File: config.mk
export PLATFORM = sky130hd
export DESIGN_NAME = three_axis_step_pulse_generator
export DESIGN_NICKNAME = d
export VERILOG_FILES = /design/src/tspg_pkg.sv /design/src/tspg_front.sv /design/src/tspg_queue.sv /design/src/tspg_back.sv /design/src/three_axis_step_pulse_generator.sv
export SDC_FILE = /design/constraint.sdc
export NUM_CORES = 2
export LEC_CHECK = 0
export ABC_AREA = 1
export BUFFER_PORTS_ARGS = -buffer_cell sky130_fd_sc_hd__buf_2
export CAP_MARGIN = 20
export CORE_ASPECT_RATIO = 0.7
export CORE_MARGIN = 2
export CORE_UTILIZATION = 50
export CTS_CLUSTER_DIAMETER = 60
export DETAILED_ROUTE_END_ITERATION = 7
export PLACE_DENSITY = 0.74
export SYNTH_ARGS = -nofsm -noshare
export SYNTH_HDL_FRONTEND = slang
export SYNTH_SLANG_ARGS = --single-unit
File: constraint.sdc
create_clock -name clk -period 7.9 [get_ports clk]
set_input_delay 0.395 -clock clk [delete_from_list [all_inputs] [get_ports clk]]
set_output_delay 0.395 -clock clk [all_outputs]
set_load 0.02 [all_outputs]
File: src/tspg_pkg.sv
package tspg_pkg;

	localparam int TARGET_BITS = 31;
	localparam int POSITION_BITS_DEF = 31;
	localparam int AXES = 3;
	localparam int PERIOD_BITS = 16;
	localparam logic [PERIOD_BITS-1:0] PERIOD_RESET = 16'd700;
	localparam int S_DATA_BITS = 96;
	localparam int M_DATA_BITS = 16;
	localparam int QUEUE_DEPTH = 2;

	localparam logic KIND_MOVE = 1'b0;
	localparam logic KIND_TICK = 1'b1;

	// bit 0 upward: step x/y/z, dir x/y/z, busy, done, accepted
	typedef struct packed {
		logic       accepted;
		logic       done;
		logic       busy;
		logic [2:0] dir;
		logic [2:0] step;
	} result_t;

endpackage

File: src/tspg_front.sv
module tspg_front #(
	parameter int POSITION_BITS = tspg_pkg::POSITION_BITS_DEF,
	localparam int ITEM_BITS = tspg_pkg::AXES * POSITION_BITS + 1
) (
	input  logic                             clk,
	input  logic                             arst_n,
	input  logic                             in_valid,
	output logic                             in_ready,
	input  logic [tspg_pkg::S_DATA_BITS-1:0] in_data,
	input  logic                             in_kind,
	output logic                             out_valid,
	input  logic                             out_ready,
	output logic [ITEM_BITS-1:0]             out_item
);

	logic                 valid_s1;
	logic [ITEM_BITS-1:0] item_s1;
	logic [ITEM_BITS-1:0] item_d;

	always_comb begin
		logic signed [tspg_pkg::TARGET_BITS-1:0] tgt;
		logic signed [POSITION_BITS-1:0]         ext;
		item_d = '0;
		for (int a = 0; a < tspg_pkg::AXES; a++) begin
			tgt = in_data[a*tspg_pkg::TARGET_BITS +: tspg_pkg::TARGET_BITS];
			ext = POSITION_BITS'(tgt);
			item_d[a*POSITION_BITS +: POSITION_BITS] = ext;
		end
		item_d[ITEM_BITS-1] = (in_kind == tspg_pkg::KIND_MOVE);
	end

	assign in_ready  = !valid_s1 || out_ready;
	assign out_valid = valid_s1;
	assign out_item  = item_s1;

	always_ff @(posedge clk or negedge arst_n) begin
		if (!arst_n) begin
			valid_s1 <= 1'b0;
		end else if (in_valid && in_ready) begin
			valid_s1 <= 1'b1;
		end else if (out_ready) begin
			valid_s1 <= 1'b0;
		end
	end

	always_ff @(posedge clk) begin
		if (in_valid && in_ready) begin
			item_s1 <= item_d;
		end
	end

endmodule

File: src/tspg_queue.sv
module tspg_queue #(
	parameter int WIDTH = 94
) (
	input  logic             clk,
	input  logic             arst_n,
	input  logic             in_valid,
	output logic             in_ready,
	input  logic [WIDTH-1:0] in_data,
	output logic             out_valid,
	input  logic             out_ready,
	output logic [WIDTH-1:0] out_data
);

	localparam int PTR_BITS = $clog2(tspg_pkg::QUEUE_DEPTH);
	localparam int CNT_BITS = $clog2(tspg_pkg::QUEUE_DEPTH + 1);
	localparam logic [CNT_BITS-1:0] FULL = CNT_BITS'(tspg_pkg::QUEUE_DEPTH);
	localparam logic [PTR_BITS-1:0] LAST = PTR_BITS'(tspg_pkg::QUEUE_DEPTH - 1);

	logic [WIDTH-1:0]    mem_q [tspg_pkg::QUEUE_DEPTH];
	logic [PTR_BITS-1:0] wr_ptr_q;
	logic [PTR_BITS-1:0] rd_ptr_q;
	logic [CNT_BITS-1:0] count_q;
	logic                push;
	logic                pop;

	assign in_ready  = (count_q != FULL);
	assign out_valid = (count_q != '0);
	assign out_data  = mem_q[rd_ptr_q];
	assign push      = in_valid && in_ready;
	assign pop       = out_valid && out_ready;

	always_ff @(posedge clk or negedge arst_n) begin
		if (!arst_n) begin
			wr_ptr_q <= '0;
			rd_ptr_q <= '0;
			count_q  <= '0;
		end else begin
			if (push) begin
				wr_ptr_q <= (wr_ptr_q == LAST) ? '0 : wr_ptr_q + 1'b1;
			end
			if (pop) begin
				rd_ptr_q <= (rd_ptr_q == LAST) ? '0 : rd_ptr_q + 1'b1;
			end
			if (push && !pop) begin
				count_q <= count_q + 1'b1;
			end else if (pop && !push) begin
				count_q <= count_q - 1'b1;
			end
		end
	end

	always_ff @(posedge clk) begin
		if (push) begin
			mem_q[wr_ptr_q] <= in_data;
		end
	end

endmodule

File: src/tspg_back.sv
module tspg_back #(
	parameter int POSITION_BITS = tspg_pkg::POSITION_BITS_DEF,
	localparam int ITEM_BITS = tspg_pkg::AXES * POSITION_BITS + 1
) (
	input  logic                             clk,
	input  logic                             arst_n,
	input  logic                             item_valid,
	output logic                             item_ready,
	input  logic [ITEM_BITS-1:0]             item,
	input  logic                             period_we,
	input  logic [tspg_pkg::PERIOD_BITS-1:0] period_wdata,
	output logic                             res_valid,
	input  logic                             res_ready,
	output logic [tspg_pkg::M_DATA_BITS-1:0] res_data
);

	localparam int P = POSITION_BITS;
	localparam int NA = tspg_pkg::AXES;

	logic [tspg_pkg::PERIOD_BITS-1:0] step_period_q;
	logic signed [P-1:0]              pos_q   [NA];
	logic signed [P-1:0]              goal_q  [NA];
	logic [P:0]                       delta_q [NA];
	logic signed [P+1:0]              err_q   [NA];
	logic [P:0]                       major_q;
	logic [P:0]                       steps_q;
	logic [tspg_pkg::PERIOD_BITS-1:0] tick_q;
	logic [NA-1:0]                    dir_q;
	logic                             moving_q;

	logic signed [P-1:0]              pos_n   [NA];
	logic signed [P-1:0]              goal_n  [NA];
	logic [P:0]                       delta_n [NA];
	logic signed [P+1:0]              err_n   [NA];
	logic [P:0]                       major_n;
	logic [P:0]                       steps_n;
	logic [tspg_pkg::PERIOD_BITS-1:0] tick_n;
	logic [NA-1:0]                    dir_n;
	logic                             moving_n;

	logic signed [P-1:0]              tgt   [NA];
	logic [NA-1:0]                    gt;
	logic [P:0]                       dnew  [NA];
	logic signed [P+1:0]              esub  [NA];
	logic signed [P+1:0]              eadd  [NA];
	logic [P:0]                       mx;
	logic [P:0]                       steps_inc;
	logic [tspg_pkg::PERIOD_BITS-1:0] tick_inc;
	logic [tspg_pkg::PERIOD_BITS-1:0] period_eff;
	logic                             step_now;
	logic                             is_move;
	logic                             take;
	tspg_pkg::result_t                res;

	logic                             res_valid_q;
	logic [tspg_pkg::M_DATA_BITS-1:0] res_data_q;

	assign take       = item_valid && (!res_valid_q || res_ready);
	assign item_ready = !res_valid_q || res_ready;
	assign res_valid  = res_valid_q;
	assign res_data   = res_data_q;
	assign is_move    = item[ITEM_BITS-1];

	always_comb begin
		logic [P:0] up;
		logic [P:0] dn;
		for (int a = 0; a < NA; a++) begin
			tgt[a]  = item[a*P +: P];
			gt[a]   = tgt[a] > pos_q[a];
			up      = {tgt[a][P-1], tgt[a]} - {pos_q[a][P-1], pos_q[a]};
			dn      = {pos_q[a][P-1], pos_q[a]} - {tgt[a][P-1], tgt[a]};
			dnew[a] = gt[a] ? up : dn;
			esub[a] = err_q[a] - $signed({1'b0, delta_q[a]});
			eadd[a] = esub[a] + $signed({1'b0, major_q});
		end
	end

	always_comb begin
		mx = dnew[0];
		if (dnew[1] > mx) begin
			mx = dnew[1];
		end
		if (dnew[2] > mx) begin
			mx = dnew[2];
		end
	end

	assign tick_inc   = tick_q + 1'b1;
	assign period_eff = (step_period_q == '0) ? tspg_pkg::PERIOD_BITS'(1) : step_period_q;
	assign step_now   = tick_inc >= period_eff;
	assign steps_inc  = steps_q + 1'b1;

	always_comb begin
		res      = '0;
		pos_n    = pos_q;
		goal_n   = goal_q;
		delta_n  = delta_q;
		err_n    = err_q;
		major_n  = major_q;
		steps_n  = steps_q;
		tick_n   = tick_q;
		dir_n    = dir_q;
		moving_n = moving_q;
		if (is_move) begin
			if (!moving_q) begin
				res.accepted = 1'b1;
				dir_n        = gt;
				delta_n      = dnew;
				goal_n       = tgt;
				major_n      = mx;
				steps_n      = '0;
				tick_n       = '0;
				for (int a = 0; a < NA; a++) begin
					err_n[a] = $signed({1'b0, mx >> 1});
				end
				if (mx == '0) begin
					pos_n    = tgt;
					res.done = 1'b1;
				end else begin
					moving_n = 1'b1;
				end
			end
		end else if (moving_q) begin
			tick_n = tick_inc;
			if (step_now) begin
				tick_n = '0;
				for (int a = 0; a < NA; a++) begin
					if (esub[a] < 0) begin
						err_n[a]    = eadd[a];
						res.step[a] = 1'b1;
					end else begin
						err_n[a] = esub[a];
					end
				end
				steps_n = steps_inc;
				if (steps_inc == major_q) begin
					moving_n = 1'b0;
					pos_n    = goal_q;
					res.done = 1'b1;
				end
			end
		end
		res.dir  = dir_n;
		res.busy = moving_n;
	end

	always_ff @(posedge clk or negedge arst_n) begin
		if (!arst_n) begin
			step_period_q <= tspg_pkg::PERIOD_RESET;
		end else if (period_we) begin
			step_period_q <= period_wdata;
		end
	end

	always_ff @(posedge clk or negedge arst_n) begin
		if (!arst_n) begin
			for (int a = 0; a < NA; a++) begin
				pos_q[a]   <= '0;
				goal_q[a]  <= '0;
				delta_q[a] <= '0;
				err_q[a]   <= '0;
			end
			major_q  <= '0;
			steps_q  <= '0;
			tick_q   <= '0;
			dir_q    <= '0;
			moving_q <= 1'b0;
		end else if (take) begin
			pos_q    <= pos_n;
			goal_q   <= goal_n;
			delta_q  <= delta_n;
			err_q    <= err_n;
			major_q  <= major_n;
			steps_q  <= steps_n;
			tick_q   <= tick_n;
			dir_q    <= dir_n;
			moving_q <= moving_n;
		end
	end

	always_ff @(posedge clk or negedge arst_n) begin
		if (!arst_n) begin
			res_valid_q <= 1'b0;
		end else if (take) begin
			res_valid_q <= 1'b1;
		end else if (res_ready) begin
			res_valid_q <= 1'b0;
		end
	end

	always_ff @(posedge clk) begin
		if (take) begin
			res_data_q <= tspg_pkg::M_DATA_BITS'(res);
		end
	end

endmodule

File: src/three_axis_step_pulse_generator.sv
// channel   dir  handshake                      payload
// s_axis    in   s_axis_tvalid / s_axis_tready  tdata: target_x, target_y, target_z; tuser: kind
// m_axis    out  m_axis_tvalid / m_axis_tready  tdata: step x/y/z, dir x/y/z, busy, done, accepted
// config    in   step_period_we                 step_period
//
// One transaction per cycle sustained while m_axis_tready stays high; a result passes
// through the input register, the 2-deep queue and the back-end state update into the output register.
// The back end applies one item per cycle while its output is not stalled: the abs-delta/max
// path for a move and the error add/compare path for a tick are combinational before the state registers.
// Reset clears all position and interpolation state and loads step_period with 700.
// Either side may stall independently; the queue absorbs the difference.
module three_axis_step_pulse_generator #(
	parameter int POSITION_BITS = tspg_pkg::POSITION_BITS_DEF
) (
	input  logic                             clk,
	input  logic                             arst_n,
	input  logic                             s_axis_tvalid,
	output logic                             s_axis_tready,
	// [30:0] target_x, [61:31] target_y, [92:62] target_z, [95:93] zero
	input  logic [tspg_pkg::S_DATA_BITS-1:0] s_axis_tdata,
	// [0] kind
	input  logic                             s_axis_tuser,
	output logic                             m_axis_tvalid,
	input  logic                             m_axis_tready,
	// [0] step_x, [1] step_y, [2] step_z, [3] dir_x, [4] dir_y, [5] dir_z,
	// [6] busy_res, [7] move_done, [8] accepted, [15:9] zero
	output logic [tspg_pkg::M_DATA_BITS-1:0] m_axis_tdata,
	input  logic                             step_period_we,
	input  logic [tspg_pkg::PERIOD_BITS-1:0] step_period
);

	localparam int ITEM_BITS = tspg_pkg::AXES * POSITION_BITS + 1;

	logic                 fr_valid;
	logic                 fr_ready;
	logic [ITEM_BITS-1:0] fr_item;
	logic                 q_valid;
	logic                 q_ready;
	logic [ITEM_BITS-1:0] q_item;

	tspg_front #(
		.POSITION_BITS(POSITION_BITS)
	) u_front (
		.clk      (clk),
		.arst_n   (arst_n),
		.in_valid (s_axis_tvalid),
		.in_ready (s_axis_tready),
		.in_data  (s_axis_tdata),
		.in_kind  (s_axis_tuser),
		.out_valid(fr_valid),
		.out_ready(fr_ready),
		.out_item (fr_item)
	);

	tspg_queue #(
		.WIDTH(ITEM_BITS)
	) u_queue (
		.clk      (clk),
		.arst_n   (arst_n),
		.in_valid (fr_valid),
		.in_ready (fr_ready),
		.in_data  (fr_item),
		.out_valid(q_valid),
		.out_ready(q_ready),
		.out_data (q_item)
	);

	tspg_back #(
		.POSITION_BITS(POSITION_BITS)
	) u_back (
		.clk         (clk),
		.arst_n      (arst_n),
		.item_valid  (q_valid),
		.item_ready  (q_ready),
		.item        (q_item),
		.period_we   (step_period_we),
		.period_wdata(step_period),
		.res_valid   (m_axis_tvalid),
		.res_ready   (m_axis_tready),
		.res_data    (m_axis_tdata)
	);

endmodule
==> qor.csv <==
metric;value;unit
dp_hpwl;171;mm
ys_async_sr_fraction;0.626;
initial_core_util;0.502;
grt_pass1_vias;56200;
cap_violations;0;
port_buffers;125;
clock-root-buffer;clkbuf_16;
critPathArrivalTime;8.39;ns
clockBufferDepth;3;
period_share;0.987;
ys_warn_count;0;
dieArea;120000;um2
die_y;291;um
crit_required;8.50;ns
drc;0;
synth_ff_type;dfrtp_1;
worst_pin_slew;1.13;ns
grt.total_usage;0.364;
cts_tree;done;
worstSetupStartpointType;flip-flop;
cts_buffers;87;
hold_path.class;primary input to flip-flop;
drt_iter0_markers;6781;
path_common_cell;nand2_1;
timing.slew.headroom;0.250;
slew_viol_final;0;
fin_nets;9672;
wl_per_cell;21.3;um
critPathKind;flip-flop to flip-flop;
dr_total_vias;60100;
ant_nets;0;
syn_inst;8016;
path_clk_slew;0.07;ns
clkLatencyLatePin;0.74;ns
synth_area_per_cell;7.32;um2
cts_sinks;778;
wirelength;228;mm
grt_max_degree;147;
worstPathMaxFanout;19;
gp_congestion;1.07;
clock_skew;0.0352;ns
core_area;117000;um2
ys_types;64;
synth-edff-count;291;
status;complete, no violations;
critical-path-max-stage-delay;0.42;ns
multi_input_area;35800;um2
syn_to_final_growth;28.9;%
fillers;9981;
rows;105;
fmax;128;MHz
antenna_found_initial;6;
slowest_stage;dfrtp_2;
synth-seq-cells;778;
netlist_area;58700;um2
hold_viol_final;0;
grt_pass1_wl;335;mm
pin_count;136;
grt-ovfl-total;0;
setup_slack;0.103;ns
setup_viol;0;
die_x;413;um
pre_cts_ws;-0.684;ns
rsz0062_at_grt;true;
register_area;20900;um2
htree_levels;3;
drt_pre_antenna_iters;8;
cp-end-kind;flip-flop;
drive_above_1_share;0.222;
ys_seq_area_frac;0.357;
vias_per_cell;5.61;
period_minus_slack;7.80;ns
-- flip-flops by register name, indices dropped and copies added (netlist names), 9 cells and up --
signal and count:
u_back.steps_q 32, u_back.pos_q 93, u_back.major_q 32, u_back.delta_q 96
u_back.err_q 99, u_back.goal_q 93, u_back.tick_q 16, u_front.out_item 94
u_back.res_data 9, u_queue.mem_q 188, u_back.step_period_q 16
-- layout make-up --
class	instances	area share
antenna	10	0.000331
clock buffer	119	0.0315
clock inverter	43	0.00614
inverter	1029	0.0516
multi-input combinational	5977	0.473
sequential	778	0.277
tap	1551	0.0257
timing repair buffer	1204	0.134
timing repair inverter	2	0.000298
-- per-layer routing --
layer,vias up,share of wire,track usage
met1,28600,0.45,0.531
met4,10,0.027,0.0921
met3,368,0.11,0.0993
met2,2721,0.42,0.528
met5,-,0.0011,0.0120
li1,28400,-,-
-- stage by stage --
stage | cell area, um2 | hold WS, ns | TNS (ns) | utilization | instances
finish | 75600 | 0.0796 | 0 | 0.647 | 10700
global route | 75600 | 0.0457 | -14.73 | 0.647 | 10700
CTS | 71900 | 0.0685 | 0 | 0.615 | 10600
detailed placement | 67000 | 0.431 | -57.96 | 0.574 | 10300
global placement | 67000 | 0.425 | -44.54 | 0.574 | 10300
floorplan | 58700 | 0.0994 | 0 | - | 8022
-- cell usage after synthesis (all sizes together), types with 30 or more instances --
master     n  share of area
nor2     512          0.034
nand4     74         0.0079
nor3      73         0.0064
o22ai     30         0.0032
nand2   2248           0.15
clkbuf   148         0.0095
a21oi    525          0.045
edfxtp   291           0.15
o21bai    32         0.0041
xor2     234          0.035
o21ai    717          0.061
o21a      33         0.0042
xnor2     90          0.013
inv     1024          0.066
and2      62         0.0066
buf       91          0.011
or2      110          0.012
dfrtp    481           0.21
nand3    533          0.046
ha       463          0.099
o211ai    96          0.012
-- path summary, 6_finish.rpt --
check | cells past startpoint | to | slack [ns] | from
worst min-delay path | 3 | u_front.out_valid | 0.08 | s_axis_tvalid
worst min register to register | 0 | u_queue.mem_q[0][70] | 0.45 | u_front.out_item[70]
worst max register to register | 53 | u_back.pos_q[27] | 0.10 | u_queue.rd_ptr_q
worst max-delay path | 53 | u_back.pos_q[27] | 0.10 | u_queue.rd_ptr_q
max in group asynchronous | 4 | u_back.delta_q[17] | 5.60 | arst_n
min in group asynchronous | 2 | u_back.goal_q[91] | 0.30 | arst_n
-- placed cells by master, fill, tap and decap left out, types with 70 or more instances in the layout --
master,Yosys,routed
nor2_1,492,461
o211ai_1,96,96
ha_1,463,381
buf_2,42,124
a21oi_1,519,470
edfxtp_1,291,291
ha_4,0,70
dlygate4sd3_1,0,112
buf_4,26,868
nand2_2,72,226
dfrtp_1,481,480
xor2_1,234,227
nand2_1,2171,1991
or2_2,110,102
xnor2_1,90,88
clkbuf_16,0,110
inv_1,1008,980
o21ai_0,708,645
nand3_1,528,450
nand4_1,74,74
-- critical path: cells and delay by family, from the launching register on --
kind / cells / cell delay (ns)
and+or+nand+nor: 30 / 3.49
buffers and inverters: 12 / 1.85
AOI/OAI and AO/OA: 8 / 1.07
adders and majority gates: 3 / 0.75
DFF: 1 / 0.42
-- what timing repair did --
item / CTS / global route
pin swaps: 23 / 154
hold buffers: 112 / 0
setup endpoints to repair: 105 / 122
gates resized for setup: 175 / 647
cloned: 7 / 26
endpoints found under the hold margin: 193 / 0
setup buffers: 17 / 54
-- cell families (layout without fill, tap and decap cells) --
logic type / after synthesis / in the layout / share of synthesized area
multiplexers: 1 / 1 / 0.000171
flip-flops: 778 / 778 / 0.357
adder cells (fa/ha/maj): 475 / 475 / 0.103
buffers and inverters: 1268 / 2397 / 0.0859
AO/OA/AOI/OAI: 1512 / 1512 / 0.141
XOR/XNOR: 324 / 324 / 0.0484
AND/OR/NAND/NOR: 3657 / 3658 / 0.265
other: 1 / 17 / 0.0000639
Power is left out: the tool's default activity adds up to more than one toggle a clock period on the data nets, which glitch-free logic cannot reach.
